`src/hdl/olv_pkg.sv`:
```
`default_nettype none
// ----------------------------------------------------------------------------
// Ordered value list package
// Shared types for the ordered value list: operation and status codes, the
// input and result beats, the cell control word and the sequencer states.
// ----------------------------------------------------------------------------
package olv_pkg;

    typedef enum logic [1:0] {
        KIND_INSERT = 2'd0,
        KIND_DELETE = 2'd1,
        KIND_READ   = 2'd2,
        KIND_CLEAR  = 2'd3
    } t_kind;

    typedef enum logic [1:0] {
        ST_OK        = 2'd0,
        ST_FULL      = 2'd1,
        ST_NOT_FOUND = 2'd2,
        ST_EMPTY     = 2'd3
    } t_status;

    typedef struct packed {
        t_kind              kind;
        logic signed [31:0] value;
    } t_item;

    typedef struct packed {
        t_status            status;
        logic [6:0]         position;
        logic signed [31:0] entry_value;
        logic               last;
    } t_result;

    typedef enum logic [1:0] {
        MOVE_HOLD,
        MOVE_ROTATE,
        MOVE_COMPACT
    } t_move;

    typedef struct packed {
        t_move move;
        logic  cmp;
        logic  prop;
    } t_cell_ctl;

    typedef enum logic [2:0] {
        S_IDLE,
        S_DEL_CMP,
        S_DEL_PROP,
        S_DEL_SHIFT,
        S_READ
    } t_state;

endpackage
`default_nettype wire

```
`src/hdl/olv_cell.sv`:
```
`default_nettype none
// ----------------------------------------------------------------------------
// Ordered value list cell
// Holds one list entry, compares it with the delete key, passes a match
// flag to its right neighbour and takes its right neighbour's value when
// the list rotates or closes a gap.
// ----------------------------------------------------------------------------
module olv_cell
    import olv_pkg::*;
(
    input  wire logic               i_clk,
    input  wire t_cell_ctl          i_ctl,
    input  wire logic               i_live,
    input  wire logic               i_load,
    input  wire logic signed [31:0] i_ins_value,
    input  wire logic signed [31:0] i_key,
    input  wire logic signed [31:0] i_right_value,
    input  wire logic               i_left_flag,
    output logic signed [31:0]      o_value,
    output logic                    o_flag
);

    logic signed [31:0] r_value;
    logic               r_match;
    logic               r_pre;

    always_ff @(posedge i_clk) begin
        if (i_load) begin
            r_value <= i_ins_value;
        end else begin
            case (i_ctl.move)
                MOVE_ROTATE: begin
                    r_value <= i_right_value;
                end
                MOVE_COMPACT: begin
                    if (r_pre || r_match) begin
                        r_value <= i_right_value;
                    end
                end
                default: begin
                    r_value <= r_value;
                end
            endcase
        end
        if (i_ctl.cmp) begin
            r_match <= i_live && (r_value == i_key);
            r_pre   <= 1'b0;
        end else if (i_ctl.prop) begin
            r_pre <= i_left_flag;
        end
    end

    assign o_value = r_value;
    assign o_flag  = r_pre || r_match;

endmodule
`default_nettype wire

```
`src/hdl/ordered_value_list.sv`:
```
`default_nettype none
// ----------------------------------------------------------------------------
// Ordered value list
// Keeps an ordered list of signed values in a ring of cells. Insert appends
// at the tail, delete removes the first matching entry and closes the gap,
// read-out emits every entry in order, clear empties the list.
// ----------------------------------------------------------------------------
// Insert and clear complete when accepted; their result is registered at once.
// Delete steps through a compare state, a propagate state (skipped for a single
// cell) in which the match flag ripples along the cell chain, and a shift state
// that closes the gap. Read-out rotates the ring once, one result beat a cycle
// per live entry while the output is not stalled. Reset clears the entry count,
// sequencer and output valid; the stored values are left undefined.
// ----------------------------------------------------------------------------
module ordered_value_list
    import olv_pkg::*;
#(
    parameter int CAPACITY = 16
) (
    input  wire logic    i_clk,
    input  wire logic    i_rst_n,
    input  wire logic    i_in_valid,
    output logic         o_in_stall,
    input  wire t_item   i_in_item,
    output logic         o_out_valid,
    input  wire logic    i_out_stall,
    output t_result      o_out_result
);

    localparam int CNT_W = $clog2(CAPACITY + 1);

    t_state             r_state, n_state;
    logic [CNT_W-1:0]   r_count, n_count;
    logic [CNT_W-1:0]   r_step, n_step;
    logic signed [31:0] r_key, n_key;
    logic               r_out_valid, n_out_valid;
    t_result            r_out, n_out;

    t_cell_ctl          cell_ctl;
    logic               ins_load;
    logic               out_free;
    logic               accept;
    logic [CNT_W-1:0]   step_inc;
    logic signed [31:0] cell_value [CAPACITY];
    logic               cell_flag  [CAPACITY];
    logic               left_flag  [CAPACITY];

    for (genvar g = 0; g < CAPACITY; g++) begin : g_cell
        if (g == 0) begin : g_head
            assign left_flag[g] = 1'b0;
        end else begin : g_body
            assign left_flag[g] = cell_flag[g-1];
        end

        olv_cell u_cell (
            .i_clk         (i_clk),
            .i_ctl         (cell_ctl),
            .i_live        (CNT_W'(g) < r_count),
            .i_load        (ins_load && (CNT_W'(g) == r_count)),
            .i_ins_value   (i_in_item.value),
            .i_key         (r_key),
            .i_right_value (cell_value[(g + 1) % CAPACITY]),
            .i_left_flag   (left_flag[g]),
            .o_value       (cell_value[g]),
            .o_flag        (cell_flag[g])
        );
    end

    assign out_free   = !r_out_valid || !i_out_stall;
    assign o_in_stall = !((r_state == S_IDLE) && out_free);
    assign accept     = i_in_valid && !o_in_stall;
    assign step_inc   = r_step + 1'b1;

    always_ff @(posedge i_clk) begin
        if (!i_rst_n) begin
            r_state     <= S_IDLE;
            r_count     <= '0;
            r_step      <= '0;
            r_out_valid <= 1'b0;
        end else begin
            r_state     <= n_state;
            r_count     <= n_count;
            r_step      <= n_step;
            r_out_valid <= n_out_valid;
        end
        r_key <= n_key;
        r_out <= n_out;
    end

    always_comb begin
        n_state       = r_state;
        n_count       = r_count;
        n_step        = r_step;
        n_key         = r_key;
        n_out_valid   = r_out_valid && i_out_stall;
        n_out         = r_out;
        cell_ctl.move = MOVE_HOLD;
        cell_ctl.cmp  = 1'b0;
        cell_ctl.prop = 1'b0;
        ins_load      = 1'b0;

        case (r_state)
            S_IDLE: begin
                if (accept) begin
                    n_out.position    = '0;
                    n_out.entry_value = '0;
                    n_out.last        = 1'b1;
                    n_out.status      = ST_OK;
                    case (i_in_item.kind)
                        KIND_INSERT: begin
                            n_out_valid = 1'b1;
                            if (r_count < CNT_W'(CAPACITY)) begin
                                ins_load = 1'b1;
                                n_count  = r_count + 1'b1;
                            end else begin
                                n_out.status = ST_FULL;
                            end
                        end
                        KIND_DELETE: begin
                            n_key   = i_in_item.value;
                            n_state = S_DEL_CMP;
                        end
                        KIND_READ: begin
                            if (r_count == '0) begin
                                n_out_valid  = 1'b1;
                                n_out.status = ST_EMPTY;
                            end else begin
                                n_step  = '0;
                                n_state = S_READ;
                            end
                        end
                        default: begin
                            n_out_valid = 1'b1;
                            n_count     = '0;
                        end
                    endcase
                end
            end
            S_DEL_CMP: begin
                cell_ctl.cmp = 1'b1;
                n_step       = '0;
                n_state      = (CAPACITY > 1) ? S_DEL_PROP : S_DEL_SHIFT;
            end
            S_DEL_PROP: begin
                cell_ctl.prop = 1'b1;
                n_step        = step_inc;
                if (r_step == CNT_W'(CAPACITY - 2)) begin
                    n_state = S_DEL_SHIFT;
                end
            end
            S_DEL_SHIFT: begin
                if (out_free) begin
                    n_out_valid       = 1'b1;
                    n_out.position    = '0;
                    n_out.entry_value = '0;
                    n_out.last        = 1'b1;
                    if (cell_flag[CAPACITY-1]) begin
                        cell_ctl.move = MOVE_COMPACT;
                        n_count       = r_count - 1'b1;
                        n_out.status  = ST_OK;
                    end else begin
                        n_out.status  = ST_NOT_FOUND;
                    end
                    n_state = S_IDLE;
                end
            end
            S_READ: begin
                if ((r_step >= r_count) || out_free) begin
                    cell_ctl.move = MOVE_ROTATE;
                    n_step        = step_inc;
                    if (r_step < r_count) begin
                        n_out_valid       = 1'b1;
                        n_out.status      = ST_OK;
                        n_out.position    = 7'(step_inc);
                        n_out.entry_value = cell_value[0];
                        n_out.last        = (step_inc == r_count);
                    end
                    if (r_step == CNT_W'(CAPACITY - 1)) begin
                        n_state = S_IDLE;
                    end
                end
            end
            default: begin
                n_state = S_IDLE;
            end
        endcase
    end

    assign o_out_valid  = r_out_valid;
    assign o_out_result = r_out;

    a_count_bound: assert property (@(posedge i_clk) disable iff (!i_rst_n)
        r_count <= CNT_W'(CAPACITY))
        else $error("Entry count exceeds the capacity.");

    a_insert_grows: assert property (@(posedge i_clk) disable iff (!i_rst_n)
        (accept && (i_in_item.kind == KIND_INSERT) && (r_count < CNT_W'(CAPACITY)))
        |=> (r_count == $past(r_count) + 1'b1))
        else $error("Insert into a list with room did not grow it by one.");

    a_read_last: assert property (@(posedge i_clk) disable iff (!i_rst_n)
        ((r_state == S_READ) && (n_out_valid && !(r_out_valid && i_out_stall)))
        |-> (n_out.last == (n_out.position == 7'(r_count))))
        else $error("Read-out beat marked last at the wrong position.");

endmodule
`default_nettype wire
```
`config.mk`:
```
export PLATFORM = sky130hd
export DESIGN_NAME = ordered_value_list
export DESIGN_NICKNAME = d
export VERILOG_FILES = /design/src/hdl/olv_pkg.sv /design/src/hdl/olv_cell.sv /design/src/hdl/ordered_value_list.sv
export SDC_FILE = /design/constraint.sdc
export NUM_CORES = 1
export LEC_CHECK = 0
export BUFFER_PORTS_ARGS = -buffer_cell sky130_fd_sc_hd__buf_2
export CAP_MARGIN = 10
export CORE_MARGIN = 2
export CORE_UTILIZATION = 40
export DETAILED_ROUTE_END_ITERATION = 8
export PLACE_DENSITY = 0.54
export SYNTH_ARGS = -nofsm -noshare
export SYNTH_HDL_FRONTEND = slang
export SYNTH_SLANG_ARGS = --single-unit
```
`constraint.sdc`:
```
create_clock -name i_clk -period 6.75 [get_ports i_clk]
set_input_delay 1.35 -clock i_clk [delete_from_list [all_inputs] [get_ports i_clk]]
set_output_delay 1.35 -clock i_clk [all_outputs]
set_load 0.05 [all_outputs]
```
* After elaboration in Yosys (flattened, before gate mapping)
Cells that the tools add are included.
** Storage, ports and cells
- Bits in registers :: 631
- Bits in latches :: 0
- RAM bits :: 0
- Bits in read-only memories :: 0
- Input bits :: 38
- Word-level logic and storage cells :: 341
- Memories kept :: 0
** Operators by class
- Add/subtract/negate cells :: 3
- Multiply operators :: 0
- Div/mod/pow operators :: 0
- $lt $le $gt $ge :: 19
- Eq/ne operators :: 71
- Shift operators :: 0
- Mux-type cells :: 93
- Bitwise logic cells :: 0
- Reductions and logical operators :: 99
** Operators by type and width (number)
- two-way mux 32 bit :: 32
- one-hot mux 32 bit (2 select lines) :: 16
- == test 32 bit :: 16
- two-way mux 42 bit :: 4
- one-hot mux 42 bit (3 select lines) :: 1
- inequality test 3 x 1 -> 1 bit (second input constant) :: 17
- nonzero test 3 bit :: 17
- == test 4 x 5 -> 1 bit (first input constant) :: 8
- less-than comparator 4 x 5 -> 1 bit (first input constant) :: 8
- two-way mux 5 bit :: 8
- logical AND 1 bit :: 35
- AND reduction 2 bit :: 16
- == test 3 x 5 -> 1 bit (first input constant) :: 4
- less-than comparator 3 x 5 -> 1 bit (first input constant) :: 4
- one-hot mux 5 bit (2 select lines) :: 2
- one-hot mux 5 bit (4 select lines) :: 1
- two-way mux 3 bit :: 6
- logical OR 1 bit :: 17
- inequality test 2 bit (second input constant) :: 8
- one-hot mux 3 bit (5 select lines) :: 1
- two-way mux 1 bit :: 13
- adder 5 x 1 -> 5 bit (second input constant) :: 2
- == test 2 x 5 -> 1 bit (first input constant) :: 2
- == test 5 x 4 -> 1 bit (second input constant) :: 2
- 31 further kinds :: 45

* Logic depth before layout (Yosys ltp)
Gate-level depths: netlist of the first run.
- Depth after elaboration :: 9
- Gate-level depth with buffers :: 11
- Mapped depth without buffers :: 8

* Hierarchy
From an unflattened synthesis of the first run, not the netlist that was laid out.
** Unflattened totals
- Cell total of the unflattened synthesis :: 2276
- Area total of the unflattened synthesis :: 32585.0 µm²
** By module, submodules not included
- olv_cell :: instances 16, cells each 121, area an instance 1784.2 µm², seq. area each 1011.0 µm²
- ordered_value_list :: instances 1, cells each 340, area an instance 4037.6 µm², seq. area each 2442.3 µm²

* Least setup slack after synthesis of the first run
OpenSTA, ideal clock, no wires.
- Path type :: input-to-reg
- Start :: input port i_out_stall
- End :: register g_cell[0].u_cell.r_value[0] (enable)
- Library setup time :: 0.466 ns
- Arrival :: 4.660 ns
- Setup slack :: 1.625 ns
- Cell stages on the path :: 6
- Buffers on the path :: 2
- Path through :: nand2_1 -> o31ai_1 -> ha_1 -> clkbuf_1 -> clkbuf_1 -> o21ai_0
** Between the ends
- Word-level cells in the longest chain between the ends :: 9
- Elaborated cells between the ends (all ways) :: 16
- Those cells by class :: eq/ne: 3; mux: 5; reduce/logical: 8
** RTL lines
- from (decl) :: RTL line ordered_value_list.sv:26 : input wire logic i_out_stall,
- logical NOT 1 bit (*) :: RTL line ordered_value_list.sv:69 : assign out_free = !r_out_valid || !i_out_stall;
- logical OR 1 bit (*) :: RTL line ordered_value_list.sv:69
- parallel branches: the longest is 6 deep, another holds inequality test 3 x 1 -> 1 bit
- AND reduction 2 bit (no line) (*)
- to (signal assigned) :: RTL line olv_cell.sv:33 : r_value <= i_right_value;
- to (signal assigned) :: RTL line olv_cell.sv:37 : r_value <= i_right_value;
- to (signal assigned) :: RTL line olv_cell.sv:41 : r_value <= r_value;
- to (decl) :: RTL line olv_cell.sv:23 : logic signed [31:0] r_value;
Mark *: on every way between the ends.
A chain may end at the register's enable or synchronous reset.

* Final worst setup path of the first run
- Start :: register r_count[4]
- End :: register g_cell[15].u_cell.r_value[3] (enable)
** Between the ends
- Word-level cells in the longest chain between the ends :: 8
- Elaborated cells between the ends (all ways) :: 16
- Those cells by class :: order compare: 2; eq/ne: 4; mux: 6; reduce/logical: 4
** RTL lines
- from (decl) :: RTL line ordered_value_list.sv:33 : logic [CNT_W-1:0] r_count, n_count;
- from (signal assigned) :: RTL line ordered_value_list.sv:82 : r_count <= n_count;
- less-than comparator 5 bit :: RTL line ordered_value_list.sv:112 : if (r_count < CNT_W'(CAPACITY)) begin
- two-way mux 1 bit :: RTL line ordered_value_list.sv:112
- two-way mux 1 bit :: RTL line ordered_value_list.sv:109 : case (i_in_item.kind)
- two-way mux 1 bit :: RTL line ordered_value_list.sv:104 : if (accept) begin
- two-way mux 1 bit :: RTL line ordered_value_list.sv:102 : case (r_state)
- logical AND 1 bit :: RTL line ordered_value_list.sv:59 : .i_load (ins_load && (CNT_W'(g) == r_count)),
- inequality test 3 x 1 -> 1 bit (no line) / nonzero test 3 bit (equally long branches)
- AND reduction 2 bit (no line) (*)
- to (signal assigned) :: RTL line olv_cell.sv:33
- to (signal assigned) :: RTL line olv_cell.sv:37
- to (signal assigned) :: RTL line olv_cell.sv:41
- to (decl) :: RTL line olv_cell.sv:23
Mark *: on every way between the ends. The rest lies on a longest branch, timed or not.

==> run metrics, run 1 <==
CTS tree yes; first-pass GRT wire length 167000 um; synth cell count leaders edfxtp_1 (600), mux2_2 (483), xor2_1 (352); Power Total 9.75 mW; row count 104; # DRC 0; maximum clock rate 248 MHz; Seq pwr share 48.8%; final worst slack 2.72 ns; area leader, netlist edfxtp_1; vias in the first global route 21.0k; Rel. slew slack 12.4%; post-route cell area 36400 um2; Post-Synthesis Cells 2319; register area share after synthesis 56.9%; design internal power 7.04 mW; clock transition at the registers of the reported paths 0.06 ns; TNS Setup 0 ns; Sw Ratio 27.8%; Comb power frac 11.8%; pre-CTS WS 2.41 ns; DR iter-0 viols 2197; R2R Path Start r_count[4]; Pwr per Cell Area 268 nW/um2; vias 20.9k; post-route minimum period 4.03 ns; Die Wd 290 um; drt first pass iters 5; DR WL/cell 34.6 um; crit path max fanout 32; TritonCTS Buffers 71; Min-Delay Path Class flop to flop; CTS resizes 0; number of nets in the layout 2417; net switching power 2.71 mW; Data required, critical path 7.00 ns; final hold slack 0.496 ns; top_reg_cell synth edfxtp_1; Post-synth ARST share 0%; H-tree levels 3; Die Area 84000 um2; outcome finished clean; Antenna Nets Post-Route 0; Synth Cell Area 32700 um2; area grow syn2layout 11.5%; ranking of synthesized cells by area edfxtp_1 (55%), mux2_2 (17%), xor2_1 (9.4%); synth warn 0; CTS Hold Buffers Added 0; CP startpoint kind flop; Worst VDD drop 0.000184 V; Placed Cells 3349; area share of the largest cell type after synthesis 55.2%; RSZ-0062 raised after global routing no; Die Y-Extent 290 um; root buf cell clkbuf_16; Post-Layout Cell Count 3482; Port-buffer cells 79; most numerous cell in the Yosys netlist edfxtp_1; Synth Register Bits 629; Mean Syn Cell Area 14.1 um2; # IOs 82; met2 WL post-DR 54500 um; initial antenna violation count 5; Finished Core Util 45.2%; DRT met1 WL 49800 um; worst r2r path cells 7; Leakage 12.6 nW; Worst Path Arrival 4.28 ns; EDFF count, synth 600; Hold Crit Depth 2; WL met3 11400 um; max-cap violations 0; Final Max Slew Viols 0; top sig layer met5; Worst R2R Setup Slack 2.72 ns; GRT Total Usage 28.7%; final period utilization 59.8%; area occupied by multi-input gates 13300 um2; Worst-Margin Slew 1.31 ns; dpl cell area 34200 um2; Filler cells 7326; post-CTS setup buffer count 0; final setup vio count 0; total gr overflow 0; worst skew pair latency 0.64 ns; Crit. Startpoint r_count[4]; half-perimeter wire length after placement 78600 um; HP Start g_cell[13].u_cell.r_pre; register area 18600 um2; Via-to-Cell Ratio 5.99; library cells used by synthesis 56; Fin. Hold Viols 0; Starting Density 40.5%; worst hold path endpoint g_cell[13].u_cell.r_pre; clk buf depth 3; GP Congestion 0.920; Worst Setup End Kind flop; worst clock skew 0.0290 ns; final WL 121000 um; core area 80700 um2; # clock sinks 629; power share of the clock group 39.4%; largest net degree at the start of global routing 48; Setup Crit Path Kind flop to flop; share of layout cells above drive strength 1 31.9%; worst r2r dst g_cell[15].u_cell.o_value[3]
-- layer usage --
metal / global-route usage [%] / up-vias
met5: 1.82 / -
met4: 10.9 / 2
met3: 8.03 / 265
met2: 44.3 / 1123
met1: 38.2 / 10800
li1: - / 8684
-- logic make-up (layout without fill, tap and decap cells) --
kind of cell / after synthesis / in the layout / synth area share, %
flops: 629 / 629 / 56.9
xor+xnor: 519 / 519 / 13.9
mux: 517 / 517 / 18.1
simple gates: 359 / 359 / 6.14
buf+inv: 191 / 291 / 2.44
compound gates: 86 / 86 / 1.76
fa+ha+maj: 17 / 17 / 0.651
other cells: 1 / 4 / 0.0115
-- flip-flops by register name, indices dropped and copies added (netlist names) --
signal and cells:
r_count 5, o_out_result 40, g_cell.u_cell.o_value 512, r_key 32
g_cell.u_cell.r_pre 15, r_state 3, r_step 5, g_cell.u_cell.r_match 16
o_out_valid 1
-- power by group through the flow --
stage / clock network [mW] / logic, mW / registers, mW
after floorplan: 0 / 0.570 / 4.92
final: 3.84 / 1.15 / 4.76
after global routing: 4.02 / 1.20 / 4.77
after detailed placement: 0 / 1.13 / 4.83
after CTS: 3.88 / 1.14 / 4.75
after global placement: 0 / 1.12 / 4.83
-- cell usage in the layout, fill, tap and decap left out, drive strengths merged, types with 6 or more instances in the layout --
master,count
xnor2,167
edfxtp,600
clkinv,27
mux2,512
nand4,59
nand3,27
dfxtp,29
a21oi,19
nor4,97
a211oi,15
ha,17
and3,36
a21o,11
o21ai,16
nor2,48
xor2,352
nand2,44
nand2b,6
clkbuf,97
inv,14
nor3,15
buf,149
-- worst max-delay path by stage --
stage                                         end  slack, ns  cells past startpoint
floorplan             g_cell[0].u_cell.o_value[0]       1.62                      6
global placement    g_cell[15].u_cell.o_value[13]       2.42                      7
detailed placement  g_cell[15].u_cell.o_value[13]       2.41                      7
CTS                  g_cell[15].u_cell.o_value[3]       2.70                      7
global route         g_cell[15].u_cell.o_value[3]       2.39                      7
finish               g_cell[15].u_cell.o_value[3]       2.72                      7
-- worst max-delay path, cell delays in order (launching register included) --
cell     delay [ns]
dfxtp_1        0.77
inv_1          0.26
ha_1           0.38
a21oi_1        0.13
o21ai_0        0.17
o31ai_1        0.27
ha_1           0.62
o21ai_4        1.00
-- final cells by class --
type / count / share of cell area, %
inverter: 11 / 0.113
clock buffer: 97 / 5.26
antenna: 2 / 0.0137
clock inverter: 34 / 0.852
tap: 1060 / 3.64
timing repair buffer: 149 / 2.53
multi-input combinational: 1500 / 36.5
sequential: 629 / 51.0
Power figures use the tool's default switching activity.
==> inputs of run 2 (changes only) <==
==> constraint.sdc (replaced) <==
create_clock -name i_clk -period 3.9 [get_ports i_clk]
set_input_delay 0.78 -clock i_clk [delete_from_list [all_inputs] [get_ports i_clk]]
set_output_delay 0.78 -clock i_clk [all_outputs]
set_load 0.05 [all_outputs]
==> run metrics, run 2 (synthesized netlist as in run 1, its figures left out) <==
outcome finished clean (unchanged); most frequent cells in the layout edfxtp_1 (600), mux2_2 (483), xor2_1 (352), xnor2_1 (167), buf_4 (101) (was edfxtp_1 (600), mux2_2 (483), xor2_1 (352), xnor2_1 (167), nor4_1 (97)); Data required, critical path 4.13 ns (was 7.00 ns); maximum clock rate 297 MHz (was 248 MHz); share of layout cells above drive strength 1 33.0% (was 31.9%); DR iter-0 viols 2520 (was 2197); Die Y-Extent 290 um (unchanged); CP peak stage delay 1.00 ns (about the same); max-cap violations 0 (unchanged); row count 104 (unchanged); Rel. slew slack 26.9% (was 12.4%); DR WL/cell 34.3 um (was 34.6 um); critical path's slowest cell o21ai_4 (unchanged); Via-to-Cell Ratio 5.91 (was 5.99); # DRC 0 (unchanged); crit path max fanout 32 (unchanged); Min-Delay Path Class flop to flop (unchanged); HP Start g_cell[13].u_cell.r_pre (unchanged); Setup Crit Path Kind flop to flop (unchanged); Crit path buffers/inverters 0 (was 1); TNS Setup 0 ns (unchanged); Worst Path Arrival 3.60 ns (was 4.28 ns); commonest non-fill, non-tap cell in the layout edfxtp_1 (unchanged); Starting Density 40.5% (unchanged); total gr overflow 0 (unchanged); CP startpoint kind flop (unchanged); Crit. Startpoint r_step[2] (was r_count[4]); Fin. Hold Viols 0 (unchanged); Pwr per Cell Area 461 nW/um2 (was 268 nW/um2); RSZ-0062 raised after global routing no (unchanged); vias 20.7k (was 20.9k); H-tree levels 3 (unchanged); delay-heaviest family, CP compound AO/OA/AOI/OAI gates (unchanged); area grow syn2layout 12.4% (was 11.5%); power share of the clock group 39.4% (about the same); initial antenna violation count 7 (was 5); ordered list of cells on the worst path ha_1 -> a21oi_1 -> o21ai_0 -> o31ai_1 -> ha_1 -> o21ai_4 (was inv_1 -> ha_1 -> a21oi_1 -> o21ai_0 -> o31ai_1 -> ha_1 -> o21ai_4); Filler cells 7235 (was 7326); design internal power 12.3 mW (was 7.04 mW); Worst VDD drop 0.000309 V (was 0.000184 V); core area 80700 um2 (unchanged); Seq pwr share 48.6% (was 48.8%); Comb power frac 12.0% (was 11.8%); clk buf depth 3 (unchanged); root buf cell clkbuf_16 (unchanged); Worst-Margin Slew 1.09 ns (was 1.31 ns); largest net degree at the start of global routing 46 (was 48); number of flip-flops in the largest register 512 (unchanged); CTS tree yes (unchanged); worst clock skew 0.0226 ns (was 0.0290 ns); Antenna Nets Post-Route 0 (unchanged); Worst Setup End Kind flop (unchanged); vias in the first global route 20.7k (was 21.0k); TritonCTS Buffers 72 (was 71); clock transition at the registers of the reported paths 0.06 ns (about the same); CTS resizes 0 (unchanged); Leakage 12.7 nW (was 12.6 nW); net switching power 4.64 mW (was 2.71 mW); Sw Ratio 27.4% (was 27.8%); final setup vio count 0 (unchanged); # IOs 82 (unchanged); CTS Hold Buffers Added 0 (unchanged); first-pass GRT wire length 166000 um (was 167000 um); Final Max Slew Viols 0 (unchanged); GP Congestion 0.933 (was 0.920); post-CTS setup buffer count 0 (unchanged); GRT Total Usage 28.6% (was 28.7%); Die Wd 290 um (unchanged); final period utilization 86.4% (was 59.8%); # clock sinks 629 (unchanged); half-perimeter wire length after placement 81500 um (was 78600 um); number of nets in the layout 2451 (was 2417); post-route minimum period 3.37 ns (was 4.03 ns); drt first pass iters 5 (unchanged); Die Area 84000 um2 (unchanged); crit-path most repeated cell ha_1 (unchanged); worst skew pair latency 0.62 ns (was 0.64 ns); Finished Core Util 45.5% (was 45.2%); final WL 120000 um (was 121000 um); R2R Path Start r_step[2] (was r_count[4]); Port-buffer cells 79 (unchanged)
run 2: changes by cell type in the layout (fill, tap and decap cells not counted), moves of 2 or more:
| cell | previous run | this run |
|---|---|---|
| buf_4 | 70 | 101 |
| clkbuf_16 | 72 | 75 |
| inv_6 | 2 | 4 |
| clkinv_8 | 3 | 0 |
| clkbuf_1 | 23 | 14 |
| buf_12 | 0 | 2 |
| clkbuf_8 | 2 | 5 |
| clkinv_1 | 13 | 15 |
run 2: worst paths after layout:
check / depth (start not counted) / slack (ns) / end
min reg2reg: 2 / 0.49 / g_cell[13].u_cell.r_pre
max: 6 / 0.53 / g_cell[15].u_cell.o_value[16]
min: 2 / 0.49 / g_cell[13].u_cell.r_pre
max reg2reg: 6 / 0.53 / g_cell[15].u_cell.o_value[16]
run 2: cell type report:
class	count	area, um2	share of cell area [%]
well taps	1060	1330	3.61
clock buffers	94	2000	5.44
diodes	2	5.00	0.0136
flip-flops and latches	629	18600	50.6
multi-input cells	1500	13300	36.3
repair buffers	182	1190	3.25
inverters	11	41.3	0.112
clock inverters	33	239	0.651
run 2: metal layers:
| metal | global-route usage, % | wire [um] |
|---|---|---|
| met4 | 9.92 | 4190 |
| met2 | 45.2 | 55400 |
| met5 | 0 | 0 |
| met1 | 38.5 | 49600 |
| met3 | 6.79 | 11000 |
run 2: metrics by stage:
stage / instance area (um2) / hold slack [ns] / cells / setup slack, ns / power [mW]
after floorplan: 32700 / 0.455 / 2320 / -0.0306 / 9.50
after global placement: 34500 / 0.482 / 3382 / 0.565 / 10.3
after detailed placement: 34500 / 0.486 / 3382 / 0.549 / 10.3
after CTS: 36700 / 0.494 / 3509 / 0.543 / 16.9
after global routing: 36700 / 0.508 / 3509 / 0.354 / 17.3
final: 36700 / 0.493 / 3511 / 0.530 / 16.9
run 2: worst register-to-register path, cell delays in order (launching register included):
cell	delay (ns)
dfxtp_1	0.47
ha_1	0.30
a21oi_1	0.14
o21ai_0	0.17
o31ai_1	0.29
ha_1	0.60
o21ai_4	1.00
run 2: power groups by stage:
stage | logic [mW] | registers (mW) | clock network, mW
2_1_floorplan | 0.989 | 8.51 | 0
3_3_place_gp | 1.98 | 8.34 | 0
3_5_place_dp | 2.00 | 8.34 | 0
4_1_cts | 2.01 | 8.20 | 6.72
5_1_grt | 2.13 | 8.24 | 6.96
6_report | 2.03 | 8.21 | 6.67
